===== src/hdl/bsr_pkg.sv =====
// Shared types and constants of the byte stream reassembler.
package bsr_pkg;

    // Width of byte counts: capacity, buffered, held and per-item result counts
    localparam int CNT_W = 7;

    // Default ring depth
    localparam int DEFAULT_DEPTH = 64;

    // Most bytes released by one request
    localparam int MAX_RESULTS = 64;

    // Capacity register value after reset
    localparam logic [CNT_W-1:0] WC_RESET = 7'd64;

    // Request kinds carried on the input tuser
    typedef enum logic [1:0] {
        CMD_DATA = 2'd0,
        CMD_END  = 2'd1,
        CMD_POP  = 2'd2
    } cmd_t;

    // One ring entry: occupied flag and stored byte
    typedef struct packed {
        logic       valid;
        logic [7:0] data;
    } slot_t;

endpackage


===== src/hdl/bsr_slot_ram.sv =====
// Single-port ring memory of the reassembler with registered read data.
module bsr_slot_ram
    import bsr_pkg::*;
#(
    parameter int WINDOW_DEPTH = DEFAULT_DEPTH
)
(
    input  logic                            clk,
    input  logic                            en,
    input  logic                            we,
    input  logic [$clog2(WINDOW_DEPTH)-1:0] addr,
    input  slot_t                           wdata,
    output slot_t                           rdata
);

    slot_t mem [WINDOW_DEPTH];
    slot_t rdata_reg;

    // Write on we, otherwise read; hold read data between reads
    always_ff @(posedge clk)
    begin
        if (en)
        begin
            if (we)
            begin
                mem[addr] <= wdata;
            end
            else
            begin
                rdata_reg <= mem[addr];
            end
        end
    end

    assign rdata = rdata_reg;

endmodule


===== src/hdl/byte_stream_reassembler_unit.sv =====
// Top level of the byte stream reassembler: sequencer, window check and output register.
//
//  channel  | direction | handshake               | payload
//  ---------+-----------+-------------------------+--------------------------------------
//  s_axis   | in        | s_axis_tvalid/tready    | tdata, tuser (kind), tlast (final)
//  m_axis   | out       | m_axis_tvalid/tready    | tdata, tuser (byte flag), tlast (run end)
//  cfg      | in        | cfg_valid/cfg_ready     | cfg_data (window capacity)
//
// After reset the ring is swept clear, slot by slot, before the first request is taken.
// A request is taken only in the idle state, so the next one waits until the last is through;
// the single ring port, read then written once per released or stored byte, sets the pace.
// A run of released bytes stops at an empty slot, a full downstream or 64 bytes.
// One finished result waits in the output register while the next request is taken;
// a full output register stalls the sequencer only when it has another result to give.
module byte_stream_reassembler_unit
    import bsr_pkg::*;
#(
    parameter int WINDOW_DEPTH = DEFAULT_DEPTH
)
(
    input  logic             clk,
    input  logic             rst_n,
    input  logic             s_axis_tvalid,
    output logic             s_axis_tready,
    input  logic [79:0]      s_axis_tdata,   // stream_index[63:0], byte_value[71:64],
                                             // pop_count[78:72], zero[79]
    input  logic [1:0]       s_axis_tuser,   // cmd[1:0]
    input  logic             s_axis_tlast,   // is_final
    output logic             m_axis_tvalid,
    input  logic             m_axis_tready,
    output logic [15:0]      m_axis_tdata,   // out_byte[7:0], stream_closed[8],
                                             // pending_count[15:9]
    output logic [0:0]       m_axis_tuser,   // byte_valid[0]
    output logic             m_axis_tlast,   // run_last
    input  logic             cfg_valid,
    output logic             cfg_ready,
    input  logic [CNT_W-1:0] cfg_data
);

    localparam int SW = $clog2(WINDOW_DEPTH);
    localparam int DEPTH_CAP = (WINDOW_DEPTH < 127) ? WINDOW_DEPTH : 127;

    typedef enum logic [2:0] {
        S_CLEAR,
        S_IDLE,
        S_EXEC,
        S_SLOT,
        S_WR,
        S_FLUSH_RD,
        S_FLUSH_CHK,
        S_FINISH
    } state_t;

    state_t           state_reg, state_next;
    cmd_t             cmd_reg, cmd_next;
    logic [63:0]      idx_reg, idx_next;
    logic [7:0]       val_reg, val_next;
    logic             fin_reg, fin_next;
    logic [CNT_W-1:0] pop_reg, pop_next;

    logic [63:0]      ne_reg, ne_next;
    logic [SW-1:0]    head_reg, head_next;
    logic [CNT_W-1:0] db_reg, db_next;
    logic [CNT_W-1:0] held_reg, held_next;
    logic             end_seen_reg, end_seen_next;
    logic [63:0]      end_pos_reg, end_pos_next;
    logic [CNT_W-1:0] wc_reg, wc_next;

    logic [SW-1:0]    off_reg, off_next;
    logic [SW-1:0]    slot_reg, slot_next;
    logic [CNT_W-1:0] n_reg, n_next;
    logic             pend_full_reg, pend_full_next;
    logic [7:0]       pend_byte_reg, pend_byte_next;
    logic [SW-1:0]    clr_reg, clr_next;

    logic             out_valid_reg, out_valid_next;
    logic [15:0]      out_data_reg, out_data_next;
    logic             out_user_reg, out_user_next;
    logic             out_last_reg, out_last_next;

    logic             mem_en;
    logic             mem_we;
    logic [SW-1:0]    mem_addr;
    slot_t            mem_wdata;
    slot_t            mem_rdata;

    logic [CNT_W-1:0] cap;
    logic [CNT_W-1:0] avail;
    logic [64:0]      diff;
    logic             in_window;
    logic             closed_now;
    logic             out_free;
    logic [SW:0]      slot_sum;
    logic [SW-1:0]    slot_wrap;
    logic [SW-1:0]    head_inc;
    logic             push;
    logic             push_valid;
    logic [7:0]       push_byte;
    logic             push_last;

    bsr_slot_ram #(
        .WINDOW_DEPTH (WINDOW_DEPTH)
    ) u_ram (
        .clk   (clk),
        .en    (mem_en),
        .we    (mem_we),
        .addr  (mem_addr),
        .wdata (mem_wdata),
        .rdata (mem_rdata)
    );

    // Effective capacity and free window space
    always_comb
    begin
        if (32'(wc_reg) < WINDOW_DEPTH)
        begin
            cap = wc_reg;
        end
        else
        begin
            cap = CNT_W'(DEPTH_CAP);
        end
        avail = (cap > db_reg) ? (cap - db_reg) : '0;
    end

    // Window check of the stored index against the expected index
    assign diff      = {1'b0, idx_reg} - {1'b0, ne_reg};
    assign in_window = !diff[64] && (diff[63:0] < 64'(avail));

    // Ring slot of an accepted byte
    assign slot_sum  = {1'b0, head_reg} + {1'b0, off_reg};
    assign slot_wrap = (slot_sum >= (SW+1)'(WINDOW_DEPTH)) ?
                       SW'(slot_sum - (SW+1)'(WINDOW_DEPTH)) : SW'(slot_sum);
    assign head_inc  = (head_reg == SW'(WINDOW_DEPTH - 1)) ? '0 : head_reg + SW'(1);

    assign closed_now = end_seen_reg && (ne_reg == end_pos_reg);
    assign out_free   = !out_valid_reg || m_axis_tready;

    // Sequencer
    always_comb
    begin
        state_next     = state_reg;
        cmd_next       = cmd_reg;
        idx_next       = idx_reg;
        val_next       = val_reg;
        fin_next       = fin_reg;
        pop_next       = pop_reg;
        ne_next        = ne_reg;
        head_next      = head_reg;
        db_next        = db_reg;
        held_next      = held_reg;
        end_seen_next  = end_seen_reg;
        end_pos_next   = end_pos_reg;
        wc_next        = wc_reg;
        off_next       = off_reg;
        slot_next      = slot_reg;
        n_next         = n_reg;
        pend_full_next = pend_full_reg;
        pend_byte_next = pend_byte_reg;
        clr_next       = clr_reg;

        mem_en     = 1'b0;
        mem_we     = 1'b0;
        mem_addr   = head_reg;
        mem_wdata  = '0;
        push       = 1'b0;
        push_valid = 1'b0;
        push_byte  = '0;
        push_last  = 1'b0;

        // Take a capacity write at any time
        if (cfg_valid)
        begin
            wc_next = cfg_data;
        end

        unique case (state_reg)
            S_CLEAR:
            begin
                mem_en   = 1'b1;
                mem_we   = 1'b1;
                mem_addr = clr_reg;
                clr_next = clr_reg + SW'(1);
                if (clr_reg == SW'(WINDOW_DEPTH - 1))
                begin
                    state_next = S_IDLE;
                end
            end

            S_IDLE:
            begin
                if (s_axis_tvalid)
                begin
                    cmd_next   = cmd_t'(s_axis_tuser);
                    idx_next   = s_axis_tdata[63:0];
                    val_next   = s_axis_tdata[71:64];
                    pop_next   = s_axis_tdata[78:72];
                    fin_next   = s_axis_tlast;
                    state_next = S_EXEC;
                end
            end

            S_EXEC:
            begin
                n_next         = '0;
                pend_full_next = 1'b0;
                case (cmd_reg)
                    CMD_DATA:
                    begin
                        if (fin_reg)
                        begin
                            end_seen_next = 1'b1;
                            end_pos_next  = idx_reg + 64'd1;
                        end
                        off_next   = diff[SW-1:0];
                        state_next = in_window ? S_SLOT : S_FLUSH_RD;
                    end
                    CMD_END:
                    begin
                        end_seen_next = 1'b1;
                        end_pos_next  = idx_reg;
                        state_next    = S_FLUSH_RD;
                    end
                    CMD_POP:
                    begin
                        db_next    = db_reg - ((pop_reg < db_reg) ? pop_reg : db_reg);
                        state_next = S_FLUSH_RD;
                    end
                    default:
                    begin
                        state_next = S_FINISH;
                    end
                endcase
            end

            // Read the target slot to learn whether it is already held
            S_SLOT:
            begin
                mem_en     = 1'b1;
                mem_addr   = slot_wrap;
                slot_next  = slot_wrap;
                state_next = S_WR;
            end

            // Store the byte; count it if the slot was empty
            S_WR:
            begin
                mem_en         = 1'b1;
                mem_we         = 1'b1;
                mem_addr       = slot_reg;
                mem_wdata.valid = 1'b1;
                mem_wdata.data  = val_reg;
                if (!mem_rdata.valid)
                begin
                    held_next = held_reg + CNT_W'(1);
                end
                state_next = S_FLUSH_RD;
            end

            // Fetch the head slot while there is room downstream and fewer than MAX_RESULTS bytes are released
            S_FLUSH_RD:
            begin
                if ((n_reg < CNT_W'(MAX_RESULTS)) && (db_reg < cap))
                begin
                    mem_en     = 1'b1;
                    mem_addr   = head_reg;
                    state_next = S_FLUSH_CHK;
                end
                else
                begin
                    state_next = S_FINISH;
                end
            end

            // Release the head byte; hand the previous one to the output
            S_FLUSH_CHK:
            begin
                if (!mem_rdata.valid)
                begin
                    state_next = S_FINISH;
                end
                else if (!pend_full_reg || out_free)
                begin
                    if (pend_full_reg)
                    begin
                        push       = 1'b1;
                        push_valid = 1'b1;
                        push_byte  = pend_byte_reg;
                    end
                    pend_full_next = 1'b1;
                    pend_byte_next = mem_rdata.data;
                    mem_en         = 1'b1;
                    mem_we         = 1'b1;
                    mem_addr       = head_reg;
                    head_next      = head_inc;
                    ne_next        = ne_reg + 64'd1;
                    db_next        = db_reg + CNT_W'(1);
                    held_next      = held_reg - CNT_W'(1);
                    n_next         = n_reg + CNT_W'(1);
                    state_next     = S_FLUSH_RD;
                end
            end

            // Give the last result of the request, or a status result
            S_FINISH:
            begin
                if (out_free)
                begin
                    push           = 1'b1;
                    push_valid     = pend_full_reg;
                    push_byte      = pend_full_reg ? pend_byte_reg : 8'd0;
                    push_last      = 1'b1;
                    pend_full_next = 1'b0;
                    state_next     = S_IDLE;
                end
            end

            default:
            begin
                state_next = S_IDLE;
            end
        endcase
    end

    // Output register: load on push, drop once taken
    always_comb
    begin
        out_valid_next = out_valid_reg;
        out_data_next  = out_data_reg;
        out_user_next  = out_user_reg;
        out_last_next  = out_last_reg;
        if (push)
        begin
            out_valid_next = 1'b1;
            out_data_next  = {held_reg, closed_now, push_byte};
            out_user_next  = push_valid;
            out_last_next  = push_last;
        end
        else if (m_axis_tready)
        begin
            out_valid_next = 1'b0;
        end
    end

    // Hold state and registered outputs
    always_ff @(posedge clk or negedge rst_n)
    begin
        if (!rst_n)
        begin
            state_reg     <= S_CLEAR;
            cmd_reg       <= CMD_DATA;
            idx_reg       <= '0;
            val_reg       <= '0;
            fin_reg       <= 1'b0;
            pop_reg       <= '0;
            ne_reg        <= '0;
            head_reg      <= '0;
            db_reg        <= '0;
            held_reg      <= '0;
            end_seen_reg  <= 1'b0;
            end_pos_reg   <= '0;
            wc_reg        <= WC_RESET;
            off_reg       <= '0;
            slot_reg      <= '0;
            n_reg         <= '0;
            pend_full_reg <= 1'b0;
            pend_byte_reg <= '0;
            clr_reg       <= '0;
            out_valid_reg <= 1'b0;
            out_data_reg  <= '0;
            out_user_reg  <= 1'b0;
            out_last_reg  <= 1'b0;
        end
        else
        begin
            state_reg     <= state_next;
            cmd_reg       <= cmd_next;
            idx_reg       <= idx_next;
            val_reg       <= val_next;
            fin_reg       <= fin_next;
            pop_reg       <= pop_next;
            ne_reg        <= ne_next;
            head_reg      <= head_next;
            db_reg        <= db_next;
            held_reg      <= held_next;
            end_seen_reg  <= end_seen_next;
            end_pos_reg   <= end_pos_next;
            wc_reg        <= wc_next;
            off_reg       <= off_next;
            slot_reg      <= slot_next;
            n_reg         <= n_next;
            pend_full_reg <= pend_full_next;
            pend_byte_reg <= pend_byte_next;
            clr_reg       <= clr_next;
            out_valid_reg <= out_valid_next;
            out_data_reg  <= out_data_next;
            out_user_reg  <= out_user_next;
            out_last_reg  <= out_last_next;
        end
    end

    assign s_axis_tready = (state_reg == S_IDLE);
    assign cfg_ready     = 1'b1;
    assign m_axis_tvalid = out_valid_reg;
    assign m_axis_tdata  = out_data_reg;
    assign m_axis_tuser  = out_user_reg;
    assign m_axis_tlast  = out_last_reg;

endmodule

===== config.mk =====
export PLATFORM = sky130hd
export DESIGN_NAME = byte_stream_reassembler_unit
export DESIGN_NICKNAME = d
export VERILOG_FILES = /design/src/hdl/bsr_pkg.sv /design/src/hdl/bsr_slot_ram.sv /design/src/hdl/byte_stream_reassembler_unit.sv
export SDC_FILE = /design/constraint.sdc
export NUM_CORES = 1
export LEC_CHECK = 0
export BUFFER_PORTS_ARGS = -buffer_cell sky130_fd_sc_hd__buf_2
export CAP_MARGIN = 0
export CORE_MARGIN = 5
export CORE_UTILIZATION = 42
export CTS_BUF_LIST = sky130_fd_sc_hd__clkbuf_8
export DETAILED_ROUTE_END_ITERATION = 10
export PLACE_DENSITY = 0.65
export SKIP_LAST_GASP = 1
export SLEW_MARGIN = 20
export SYNTH_ARGS = -nofsm -noshare
export SYNTH_HDL_FRONTEND = slang
export SYNTH_HIERARCHICAL = 1
export SYNTH_SLANG_ARGS = --single-unit

===== constraint.sdc =====
create_clock -name clk -period 13.9 [get_ports clk]
set_input_delay 0.695 -clock clk [delete_from_list [all_inputs] [get_ports clk]]
set_output_delay 0.695 -clock clk [all_outputs]
set_load 0.05 [all_outputs]

Yosys cells after proc, flatten, opt, wreduce, memory -nomap -nowiden
Memories as Yosys holds them, arrays and structs flattened. A register that Yosys moved wholly into a read port is not among the register bits.
Cells that the tools add are included.
{ "totals": {"mem_count": 1, "regBits": 294, "inputBits": 95, "ram_bits": 576} }
{ "memory_table": {"columns": ["memory", "words", "word_bits", "rd", "rd_ports_with_merged_regs", "wr", "line", "text"], "rows": [
  ["u_ram.mem", 64, 9, 1, 1, 1, "bsr_slot_ram.sv:16", "slot_t mem [WINDOW_DEPTH];"]
]} }
{ "op_classes": {"eq_ne": 21, "muxes": 58, "addsub": 13, "order_cmp": 7, "bitwise": 1, "reduce_logical": 28} }
{ "op_table": {"columns": ["op", "n"], "rows": [
  ["adder 64 x 1 -> 64 bit (second input constant)", 2],
  ["one-hot mux 64 bit (2 select lines)", 1],
  ["two-way mux 7 bit", 11],
  ["subtractor 64 x 64 -> 65 bit", 1],
  ["equality test 64 bit", 1],
  ["< comparator 64 x 7 -> 1 bit", 1],
  ["two-way mux 64 bit", 1],
  ["one-hot mux 7 bit (2 select lines)", 3],
  ["two-way mux 8 bit", 4],
  ["one-hot mux 3 bit (8 select lines)", 1],
  ["adder 7 x 1 -> 7 bit (second input constant)", 3],
  ["two-way mux 1 bit", 19],
  ["two-way mux 3 bit", 6],
  ["one-hot mux 6 bit (3 select lines)", 1],
  ["one-hot mux 8 bit (2 select lines)", 1],
  ["AND reduction 4 bit", 4],
  ["< comparator 7 bit", 2],
  ["< comparator 7 bit (second input constant)", 2],
  ["inequality test 2 bit (second input constant)", 7],
  ["subtractor 7 bit", 2],
  ["adder 6 x 1 -> 6 bit (second input constant)", 2],
  ["equality test 3 bit (second input constant)", 4],
  ["equality test 6 bit (second input constant)", 2],
  ["two-way mux 6 bit", 2],
  ["27 further kinds", 45]
]} }

Depth between registers and ports, before layout
Gate-level depths: netlist of the first run.
{ "depth": {"depth_word": 9, "mapped_depth": 25} }

By module
The synthesis of the first run kept the hierarchy.
{ "by_module_without_submodules": {"columns": ["mod", "instances", "area_per_inst_um2", "cells_each"], "rows": [
  ["bsr_slot_ram", 1, 22653.0, 1305],
  ["byte_stream_reassembler_unit", 1, 20049.2, 2259]
]} }

Worst setup path before layout of the first run
Ideal clock, no wire load.
{ "synth_timing": {"kind": "reg-to-reg", "start": "register state_reg[2]", "end": "memory u_ram/mem[0][0] (netlist name), data pin", "required_ns": 13.533, "t_arrival_ns": 4.912, "setup_slack_ns": 8.620, "synth_period_minus_slack_ns": 5.280, "n_path_buf": 2, "setup_time_ns": 0.367, "stages_incl_launch_ff": 5, "cell_sequence": "dfrtp_1 > buf_2 > buf_1 > nor3b_1 > and2_1"} }
{ "synth_rtl": {"columns": ["element", "line", "text"], "rows": [
  ["from (decl)", "byte_stream_reassembler_unit.sv:54", "state_t state_reg, state_next;"],
  ["from (signal assigned)", "byte_stream_reassembler_unit.sv:376", "state_reg <= state_next;"],
  ["to (decl)", "bsr_slot_ram.sv:16", null]
]} }

Worst setup path after layout of the first run
{ "layout_timing": {"start": "register head_reg[0]", "end": "register u_ram.rdata_reg, in the netlist u_ram/rdata[3], data pin"} }
{ "layout_via": {"elab_chain_cells": 4} }
{ "layout_lines": {"columns": ["element", "line", "text"], "rows": [
  ["from (decl)", "byte_stream_reassembler_unit.sv:62", "logic [SW-1:0] head_reg, head_next;"],
  ["from (signal assigned)", "byte_stream_reassembler_unit.sv:383", "head_reg <= head_next;"],
  ["adder 6 x 6 -> 7 bit *", "byte_stream_reassembler_unit.sv:131", "assign slot_sum = {1'b0, head_reg} + {1'b0, off_reg};"],
  ["subtractor 6 x 1 -> 6 bit / greater-or-equal comparator 7 bit (equally long branches)", "byte_stream_reassembler_unit.sv:133, byte_stream_reassembler_unit.sv:132", null],
  ["two-way mux 6 bit *", "byte_stream_reassembler_unit.sv:132", "assign slot_wrap = (slot_sum >= (SW+1)'(WINDOW_DEPTH)) ?"],
  ["one-hot mux 6 bit (3 select lines) *", "byte_stream_reassembler_unit.sv:177", "unique case (state_reg)"],
  ["via mem_addr[1]", "byte_stream_reassembler_unit.sv:83", "logic [SW-1:0] mem_addr;"],
  ["to (signal assigned)", "bsr_slot_ram.sv:30", "rdata_reg <= mem[addr];"],
  ["to (decl)", "bsr_slot_ram.sv:17", "slot_t rdata_reg;"]
]} }
The timed path passes the listed nets; every way through them passes the cells marked *.
A chain may end at the register's enable or synchronous reset.

==> results of run 1 <==
## metrics by stage
step | utilization (%) | cell area [um^2] | cells | hold slack [ns]
2_1_floorplan | - | 42700 | 3564 | 0.3994
3_3_place_gp | 43.80 | 44430 | 4889 | 0.4245
3_5_place_dp | 43.80 | 44440 | 4889 | 0.4278
4_1_cts | 46.66 | 47340 | 5154 | 0.01413
5_1_grt | 46.67 | 47340 | 5155 | 0.04337
6_report | 46.67 | 47340 | 5155 | 0.09485
## power by group
group          internal, mW  switching, mW  leakage (nW)
clock network          1.19           1.07          1.64
logic                0.0208         0.0332          7.18
registers              2.77        0.00168          8.61
## layout make-up
| class | count | area (um^2) |
|---|---|---|
| fillers | 9216 | 54110 |
| flip-flops and latches | 879 | 24930 |
| multi-input cells | 2377 | 16500 |
| clock buffers | 160 | 2202 |
| well taps | 1368 | 1712 |
| repair buffers | 152 | 883.3 |
| clock inverters | 104 | 690.7 |
| inverters | 114 | 427.9 |
| diodes | 1 | 2.502 |
## synth_stat cells (9+ instances only)
cell / number / area [um^2]
sky130_fd_sc_hd__a211oi_1: 29 / 217.7
sky130_fd_sc_hd__a21o_1: 31 / 232.7
sky130_fd_sc_hd__a21oi_1: 212 / 1061
sky130_fd_sc_hd__a221o_1: 11 / 110.1
sky130_fd_sc_hd__a221oi_1: 73 / 639.4
sky130_fd_sc_hd__a22o_1: 33 / 289.0
sky130_fd_sc_hd__a22oi_1: 84 / 630.6
sky130_fd_sc_hd__a31oi_1: 16 / 100.1
sky130_fd_sc_hd__and2_1: 17 / 106.4
sky130_fd_sc_hd__and3_1: 24 / 150.1
sky130_fd_sc_hd__and4_1: 9 / 78.83
sky130_fd_sc_hd__buf_1: 13 / 48.80
sky130_fd_sc_hd__buf_2: 44 / 220.2
sky130_fd_sc_hd__buf_4: 12 / 90.09
sky130_fd_sc_hd__buf_6: 14 / 157.7
sky130_fd_sc_hd__clkbuf_1: 111 / 416.7
sky130_fd_sc_hd__dfrtp_1: 293 / 7332
sky130_fd_sc_hd__edfxtp_1: 585 / 17570
sky130_fd_sc_hd__ha_1: 109 / 1364
sky130_fd_sc_hd__inv_1: 109 / 409.1
sky130_fd_sc_hd__mux2_2: 109 / 1227
sky130_fd_sc_hd__mux2i_1: 72 / 720.7
sky130_fd_sc_hd__mux4_2: 21 / 473.0
sky130_fd_sc_hd__nand2_1: 260 / 975.9
sky130_fd_sc_hd__nand2b_1: 31 / 193.9
sky130_fd_sc_hd__nand3_1: 74 / 370.4
sky130_fd_sc_hd__nand4_1: 83 / 519.3
sky130_fd_sc_hd__nor2_1: 298 / 1119
sky130_fd_sc_hd__nor2b_1: 24 / 150.1
sky130_fd_sc_hd__nor3_1: 66 / 330.3
sky130_fd_sc_hd__nor4_1: 21 / 131.4
sky130_fd_sc_hd__o211ai_1: 29 / 217.7
sky130_fd_sc_hd__o21a_1: 16 / 120.1
sky130_fd_sc_hd__o21ai_0: 147 / 735.7
sky130_fd_sc_hd__o221ai_1: 11 / 96.34
sky130_fd_sc_hd__o22ai_1: 40 / 250.2
sky130_fd_sc_hd__or3_1: 15 / 93.84
sky130_fd_sc_hd__or4_1: 11 / 82.58
sky130_fd_sc_hd__xnor2_1: 170 / 1489
sky130_fd_sc_hd__xor2_1: 84 / 735.7
## kinds of logic (layout without fill, tap and decap cells)
logic type               Yosys count  after routing  synth area share (%)
AO/OA/AOI/OAI                    819            819                 12.76
XOR/XNOR                         254            254                 5.210
adder cells (fa/ha/maj)          114            114                 3.428
buffers and inverters            308            530                 3.188
flip-flops                       879            879                 58.37
multiplexers                     205            205                 5.784
other                              1              2              0.008782
AND/OR/NAND/NOR                  984            984                 11.25
## metal layers
metal  wire length, um  vias up  share of wire (%)
met5                 0        -                  0
met4              5336        0                4.5
met3              8278      264                7.0
met2             57330     1204                 49
met1             47240    14620                 40
li1                  -    13590                  -
## timing repair
| item | 4_1_cts | 5_1_grt |
|---|---|---|
| setup buffers | 0 | 0 |
| hold buffers | 1 | 0 |
| resized for setup | 0 | 0 |
| endpoints found under the hold margin | 101 | 0 |
## worst max path at each step
stage | start | endpoint | slack, ns | cells past startpoint
2_1_floorplan | state_reg[2] | u_ram/mem[0][0] | 8.62 | 4
3_3_place_gp | wc_reg[6] | state_reg[1] | 8.44 | 20
3_5_place_dp | head_reg[0] | u_ram/rdata[3] | 8.41 | 13
4_1_cts | head_reg[0] | u_ram/rdata[3] | 8.37 | 13
5_1_grt | db_reg[1] | db_reg[6] | 7.90 | 23
6_report | head_reg[0] | u_ram/rdata[3] | 8.31 | 13
## worst max-delay path: cells and delay by family, from the launching register on
family | cells | cell delay, ns
and+or+nand+nor | 3 | 1.49
adders and majority gates | 2 | 0.68
AOI/OAI and AO/OA | 5 | 1.10
buffers and inverters | 3 | 1.46
DFF | 1 | 0.51
==> Flow_metrics.wiki, run 1 <==
{| class="wikitable"
! Metric !! Value
|-
| Floorplan die area || 0.1081 mm^2
|-
| Register area share after synthesis || 58.37%
|-
| Global-route wire length before repair || 179.0 mm
|-
| Avg Inst Size Synth || 11.98 um^2
|-
| Most used flip-flop cell after synthesis || sky130_fd_sc_hd__edfxtp_1
|-
| Maximum number of pins on one net before global-route repair || 130
|-
| Most frequent cells in the layout || sky130_fd_sc_hd__edfxtp_1, sky130_fd_sc_hd__nor2_1, sky130_fd_sc_hd__dfrtp_1
|-
| Number of flops mapped to enable cells by yosys || 585
|-
| Share of the clock period used by the worst path || 40.25%
|-
| Global routing usage summed across all routing layers || 21.54%
|-
| Maximum fanout encountered on the critical timing path || 59
|-
| Maximum buffer depth of the clock tree || 3
|-
| Worst Setup Start Kind || flop
|-
| Number of vias in the routed layout || 29,670
|-
| Area of the mapped netlist || 0.04270 mm^2
|-
| Status || finished, final reports clean
|-
| Origin of the critical flop-to-flop path || head_reg[0]
|-
| IO Pins || 116
|-
| Worst Slack Setup Final || 8.305 ns
|-
| Data required, critical path || 14.43 ns
|-
| Final critical delay including setup and external delays || 5.595 ns
|-
| Number of vias per cell || 5.755
|-
| Worst IR Drop VDD || 90.00 uV
|-
| Power density of the placed cells || 107.3 mW/mm^2
|-
| Post-synthesis sequential element count || 879
|-
| Worst-path clk slew || 0.06 ns
|-
| Share of final-layout standard cells stronger than drive strength 1 || 14.05%
|-
| Cell type of the slowest stage on the worst timing path || sky130_fd_sc_hd__nand2b_1
|-
| Chip height || 328.9 um
|-
| Yosys warnings || 6
|-
| Average detailed-routed wire length per instance || 22.93 um
|-
| Inserted Clock Buffers || 148
|-
| Number of flip-flops under the largest register name || 576
|-
| Residual overflow from global routing || 0
|-
| Via count of the first global-routing pass || 29,550
|-
| Yosys cell types || 101
|-
| Worst path cell trace || ha_1, inv_1, fa_1, nor2_1, a21oi_1, a21oi_4, buf_4, buf_4, nand2b_1, o22ai_1, a211oi_1, o22ai_1, or4_1
|-
| Total negative slack for setup checks || 0 ns
|-
| P_leak || 17.44 nW
|-
| Ys async rst share || 33.45%
|-
| Clk_lat worst skew || 0.83 ns
|-
| Maximum level of the CTS H-tree || 4
|-
| FF-to-FF End || u_ram/rdata[3]
|-
| Placeable core region || 0.1014 mm^2
|-
| Leading cell type in the layout, fill and taps excluded || sky130_fd_sc_hd__edfxtp_1
|-
| Die outline width || 328.9 um
|-
| Number of cells traversed by the worst register-to-register path || 13
|-
| Type of the worst setup path || flop to flop
|-
| Fin. max-slew vios || 0
|-
| Port bufs || 113
|-
| Pin slew with the least headroom to its limit || 1.076 ns
|-
| Final RePlAce weighted congestion || 0.9639
|-
| Synthesized instance count || 3,564
|-
| Slowest cell delay on critical path || 0.76 ns
|-
| Drt drc || 0
|-
| Initial cell density of the core || 42.09%
|-
| Worst slack, placed || 8.408 ns
|-
| Post-synth net total || 3,773
|-
| Total Nets Final || 3,881
|-
| R2R setup slack || 8.31 ns
|-
| Half-perimeter wire length of the detailed placement result || 79.64 mm
|-
| Critical path capture point type || flop
|-
| Kind of path behind the tightest hold check || input port to flop
|-
| Met1 usage || 27.44%
|-
| DR iter-0 viols || 2,831
|-
| Peak clock frequency supported by timing || 0.1787 GHz
|-
| Met3 track demand over resource || 3.833%
|-
| Clock tree from TritonCTS || yes
|-
| Tightest slew margin relative to the limit || 27.99%
|-
| Antenna violations before repair || 2
|-
| Hold path cells || 2
|-
| Post-Route Skew || 0.04821 ns
|-
| Count of antenna-violating nets left after detailed routing || 0
|-
| Met2 capacity usage during global routing || 35.98%
|-
| Most congested layer reported by global routing || met2
|-
| Max-cap violations || 0
|-
| # rows || 117
|-
| Register ranked first by flip-flop count || u_ram/mem
|-
| Worst Hold Path EP || val_reg[0]
|-
| CTS root buffer || sky130_fd_sc_hd__clkbuf_8
|-
| Launch point of the worst hold path || s_axis_tdata[64]
|-
| Arrival time worst endpoint || 6.12 ns
|-
| Setup violation total in the final timing report || 0
|-
| CTS sink cnt || 879
|-
| Count of TritonRoute iterations in the first routing pass || 6
|-
| Signed area change from the synthesized netlist to the final layout || 10.87%
|-
| Routed wire length || 118.2 mm
|-
| Setup repair after global routing missed its margin || no
|-
| Final Hold Viols || 0
|-
| Pwr Total || 5.081 mW
|}
Note: power is estimated with default switching activity, not from simulation.
==> run 2: changes to the inputs <==
--- a/config.mk
+++ b/config.mk
@@ -11,7 +11,7 @@
 export CORE_UTILIZATION = 42
 export CTS_BUF_LIST = sky130_fd_sc_hd__clkbuf_8
 export DETAILED_ROUTE_END_ITERATION = 10
-export PLACE_DENSITY = 0.65
+export PLACE_DENSITY = 0.68
 export SKIP_LAST_GASP = 1
 export SLEW_MARGIN = 20
 export SYNTH_ARGS = -nofsm -noshare
==> constraint.sdc (replaced) <==
create_clock -name clk -period 4.95 [get_ports clk]
set_input_delay 0.2475 -clock clk [delete_from_list [all_inputs] [get_ports clk]]
set_output_delay 0.2475 -clock clk [all_outputs]
set_load 0.05 [all_outputs]
==> Flow_metrics.wiki, run 2 (same netlist as run 1, synthesis figures left out) <==
{| class="wikitable"
! Metric !! Value
|-
| Status || finished, final reports clean
|-
| Signed area change from the synthesized netlist to the final layout || 16.47%
|-
| Final critical delay including setup and external delays || 4.722 ns
|-
| Initial cell density of the core || 42.09%
|-
| Worst-path clk slew || 0.06 ns
|-
| Tightest slew margin relative to the limit || 23.99%
|-
| Half-perimeter wire length of the detailed placement result || 85.54 mm
|-
| Antenna violations before repair || 3
|-
| Type of the worst setup path || flop to flop
|-
| Kind of path behind the tightest hold check || input port to asynchronous set/reset pin
|-
| Maximum fanout encountered on the critical timing path || 3
|-
| Number of vias in the routed layout || 30,890
|-
| Peak clock frequency supported by timing || 0.2118 GHz
|-
| Arrival time worst endpoint || 5.45 ns
|-
| Combinational group share of total power || 1.7%
|-
| Chip height || 328.9 um
|-
| Drt drc || 0
|-
| Setup repair after global routing missed its margin || yes
|-
| Share of final-layout standard cells stronger than drive strength 1 || 17.69%
|-
| Total net switching power || 3.097 mW
|-
| Residual overflow from global routing || 0
|-
| Fin. max-slew vios || 0
|-
| Number of cells traversed by the worst register-to-register path || 23
|-
| Register ranked first by flip-flop count || u_ram/mem
|-
| Count of TritonRoute iterations in the first routing pass || 6
|-
| IO Pins || 116
|-
| Power density of the placed cells || 286.6 mW/mm^2
|-
| Worst IR Drop VDD || 353.1 uV
|-
| Routed wire length || 121.7 mm
|-
| Worst slack, placed || -0.08771 ns
|-
| Average detailed-routed wire length per instance || 22.45 um
|-
| Final Hold Viols || 0
|-
| P_leak || 18.70 nW
|-
| Origin of the critical flop-to-flop path || wc_reg[6]
|-
| Critical path capture point type || flop
|-
| Global-route wire length before repair || 184.9 mm
|-
| Inserted Clock Buffers || 146
|-
| Max-cap violations || 0
|-
| Pin slew with the least headroom to its limit || 1.140 ns
|-
| Placeable core region || 0.1014 mm^2
|-
| Fraction of power spent switching nets || 21.73%
|-
| Total negative slack for setup checks || 0 ns
|-
| Post-Route Skew || 0.04350 ns
|-
| Floorplan die area || 0.1081 mm^2
|-
| DR iter-0 viols || 3,121
|-
| Total Nets Final || 4,144
|-
| R2R setup slack || 0.23 ns
|-
| Leading cell type in the layout, fill and taps excluded || sky130_fd_sc_hd__edfxtp_1
|-
| Final RePlAce weighted congestion || 0.9627
|-
| FF-to-FF End || state_reg[1]
|-
| Sequential Area || 0.02493 mm^2
|-
| Cell family contributing the most delay on the critical path || simple AND/OR/NAND/NOR gates
|-
| Slowest cell delay on critical path || 0.53 ns
|-
| Number of vias per cell || 5.699
|-
| Cell type of the slowest stage on the worst timing path || sky130_fd_sc_hd__or4_1
|-
| Global routing usage summed across all routing layers || 22.21%
|-
| Worst Setup Start Kind || flop
|-
| Maximum number of pins on one net before global-route repair || 150
|-
| Clock tree from TritonCTS || yes
|-
| Internal power || 11.16 mW
|-
| Number of cells in the finished layout apart from fillers || 5,421
|-
| Post-placement cell count || 5,048
|-
| Maximum buffer depth of the clock tree || 3
|-
| Data required, critical path || 5.68 ns
|-
| CTS root buffer || sky130_fd_sc_hd__clkbuf_8
|-
| Clk_lat worst skew || 0.81 ns
|-
| CTS sink cnt || 879
|-
| Via count of the first global-routing pass || 30,980
|-
| Maximum level of the CTS H-tree || 4
|-
| Clock share of power || 43.7%
|-
| Worst path cell trace || buf_4, nor2b_2, ha_1, nor2b_2, o21ai_2, a21oi_2, o31ai_2, a21boi_0, o22a_1, nand3b_1, ha_1, a211o_1, nor3b_2, o21ai_0, a21oi_1, nor4b_1, or4_1, nor3_1, nand3_1, nor4b_2, buf_4, a32oi_1, o21ai_1
|-
| Port bufs || 113
|-
| # rows || 117
|-
| Pwr Total || 14.25 mW
|-
| Number of flip-flops under the largest register name || 576
|-
| Part of the total power dissipated in sequential elements || 54.6%
|-
| Most frequent cells in the layout || sky130_fd_sc_hd__edfxtp_1, sky130_fd_sc_hd__nor2_1, sky130_fd_sc_hd__dfrtp_1
|-
| Final-layout fill cell count || 9,016
|-
| Area occupied by multi-input gates || 0.01657 mm^2
|-
| Count of antenna-violating nets left after detailed routing || 0
|-
| Die outline width || 328.9 um
|-
| Worst path bufs/invs || 2
|-
| Share of the clock period used by the worst path || 95.40%
|-
| Total number of cells along the worst setup path || 23
|-
| Worst Slack Setup Final || 0.2278 ns
|-
| Setup violation total in the final timing report || 0
|}
run 2: cell count changes in the layout (fill, tap and decap cells not counted), moves of 3 or more:
cell                            change
sky130_fd_sc_hd__buf_12             +9
sky130_fd_sc_hd__buf_4            +155
sky130_fd_sc_hd__clkinv_2           +8
sky130_fd_sc_hd__dlygate4sd3_1     +99
sky130_fd_sc_hd__inv_1              -4
sky130_fd_sc_hd__mux2i_1            -3
run 2: worst max path at each step:
stage          startpoint           end
2_1_floorplan   db_reg[1]     db_reg[6]
3_3_place_gp    db_reg[1]     db_reg[6]
3_5_place_dp    db_reg[1]     db_reg[6]
4_1_cts         wc_reg[6]  state_reg[2]
5_1_grt         db_reg[1]     db_reg[6]
6_report        wc_reg[6]  state_reg[1]
run 2: worst min-delay path, stage by stage:
cell	delay, ns
sky130_fd_sc_hd__dlygate4sd3_1	0.57
sky130_fd_sc_hd__buf_8	0.13
sky130_fd_sc_hd__buf_12	0.43
run 2: area by class of cell:
type,count,share of cell area (%)
timing repair buffer,417,6.523
antenna,1,0.005032
clock buffer,159,4.400
clock inverter,106,1.321
multi-input combinational,2377,33.32
tap,1368,3.442
inverter,114,0.8654
sequential,879,50.12
run 2: repair_timing:
item,4_1_cts,5_1_grt
resized for setup,3,21
endpoints found under the setup margin,3,3
setup buffers,0,6
hold buffers,100,0
pin swaps,0,9
endpoints found under the hold margin,385,0
run 2: power by group through the flow:
stage                     registers (mW)  clock network, mW  logic (mW)
after global placement              7.93                  0       0.170
final                               7.78               6.23       0.240
after floorplan                     7.93                  0      0.0521
after global routing                7.77               6.75       0.267
after CTS                           7.78               6.38       0.240
after detailed placement            7.93                  0       0.170
run 2: metrics by stage:
stage	hold slack (ns)	instance area, um^2	util (%)
2_1_floorplan	-0.04809	42710	-
3_3_place_gp	0.03880	45750	45.09
3_5_place_dp	0.03612	45750	45.09
4_1_cts	0.1275	49600	48.89
5_1_grt	0.1748	49730	49.02
6_report	0.08275	49730	49.02
run 2: per-layer routing:
metal  wire [um]  vias up  global-route usage, %
li1            -    14150                      -
met1       49290    15290                  28.95
met2       59240     1230                  37.26
met3        8639      225                  3.676
met4        4508        0                  8.713
met5           0        -                      0
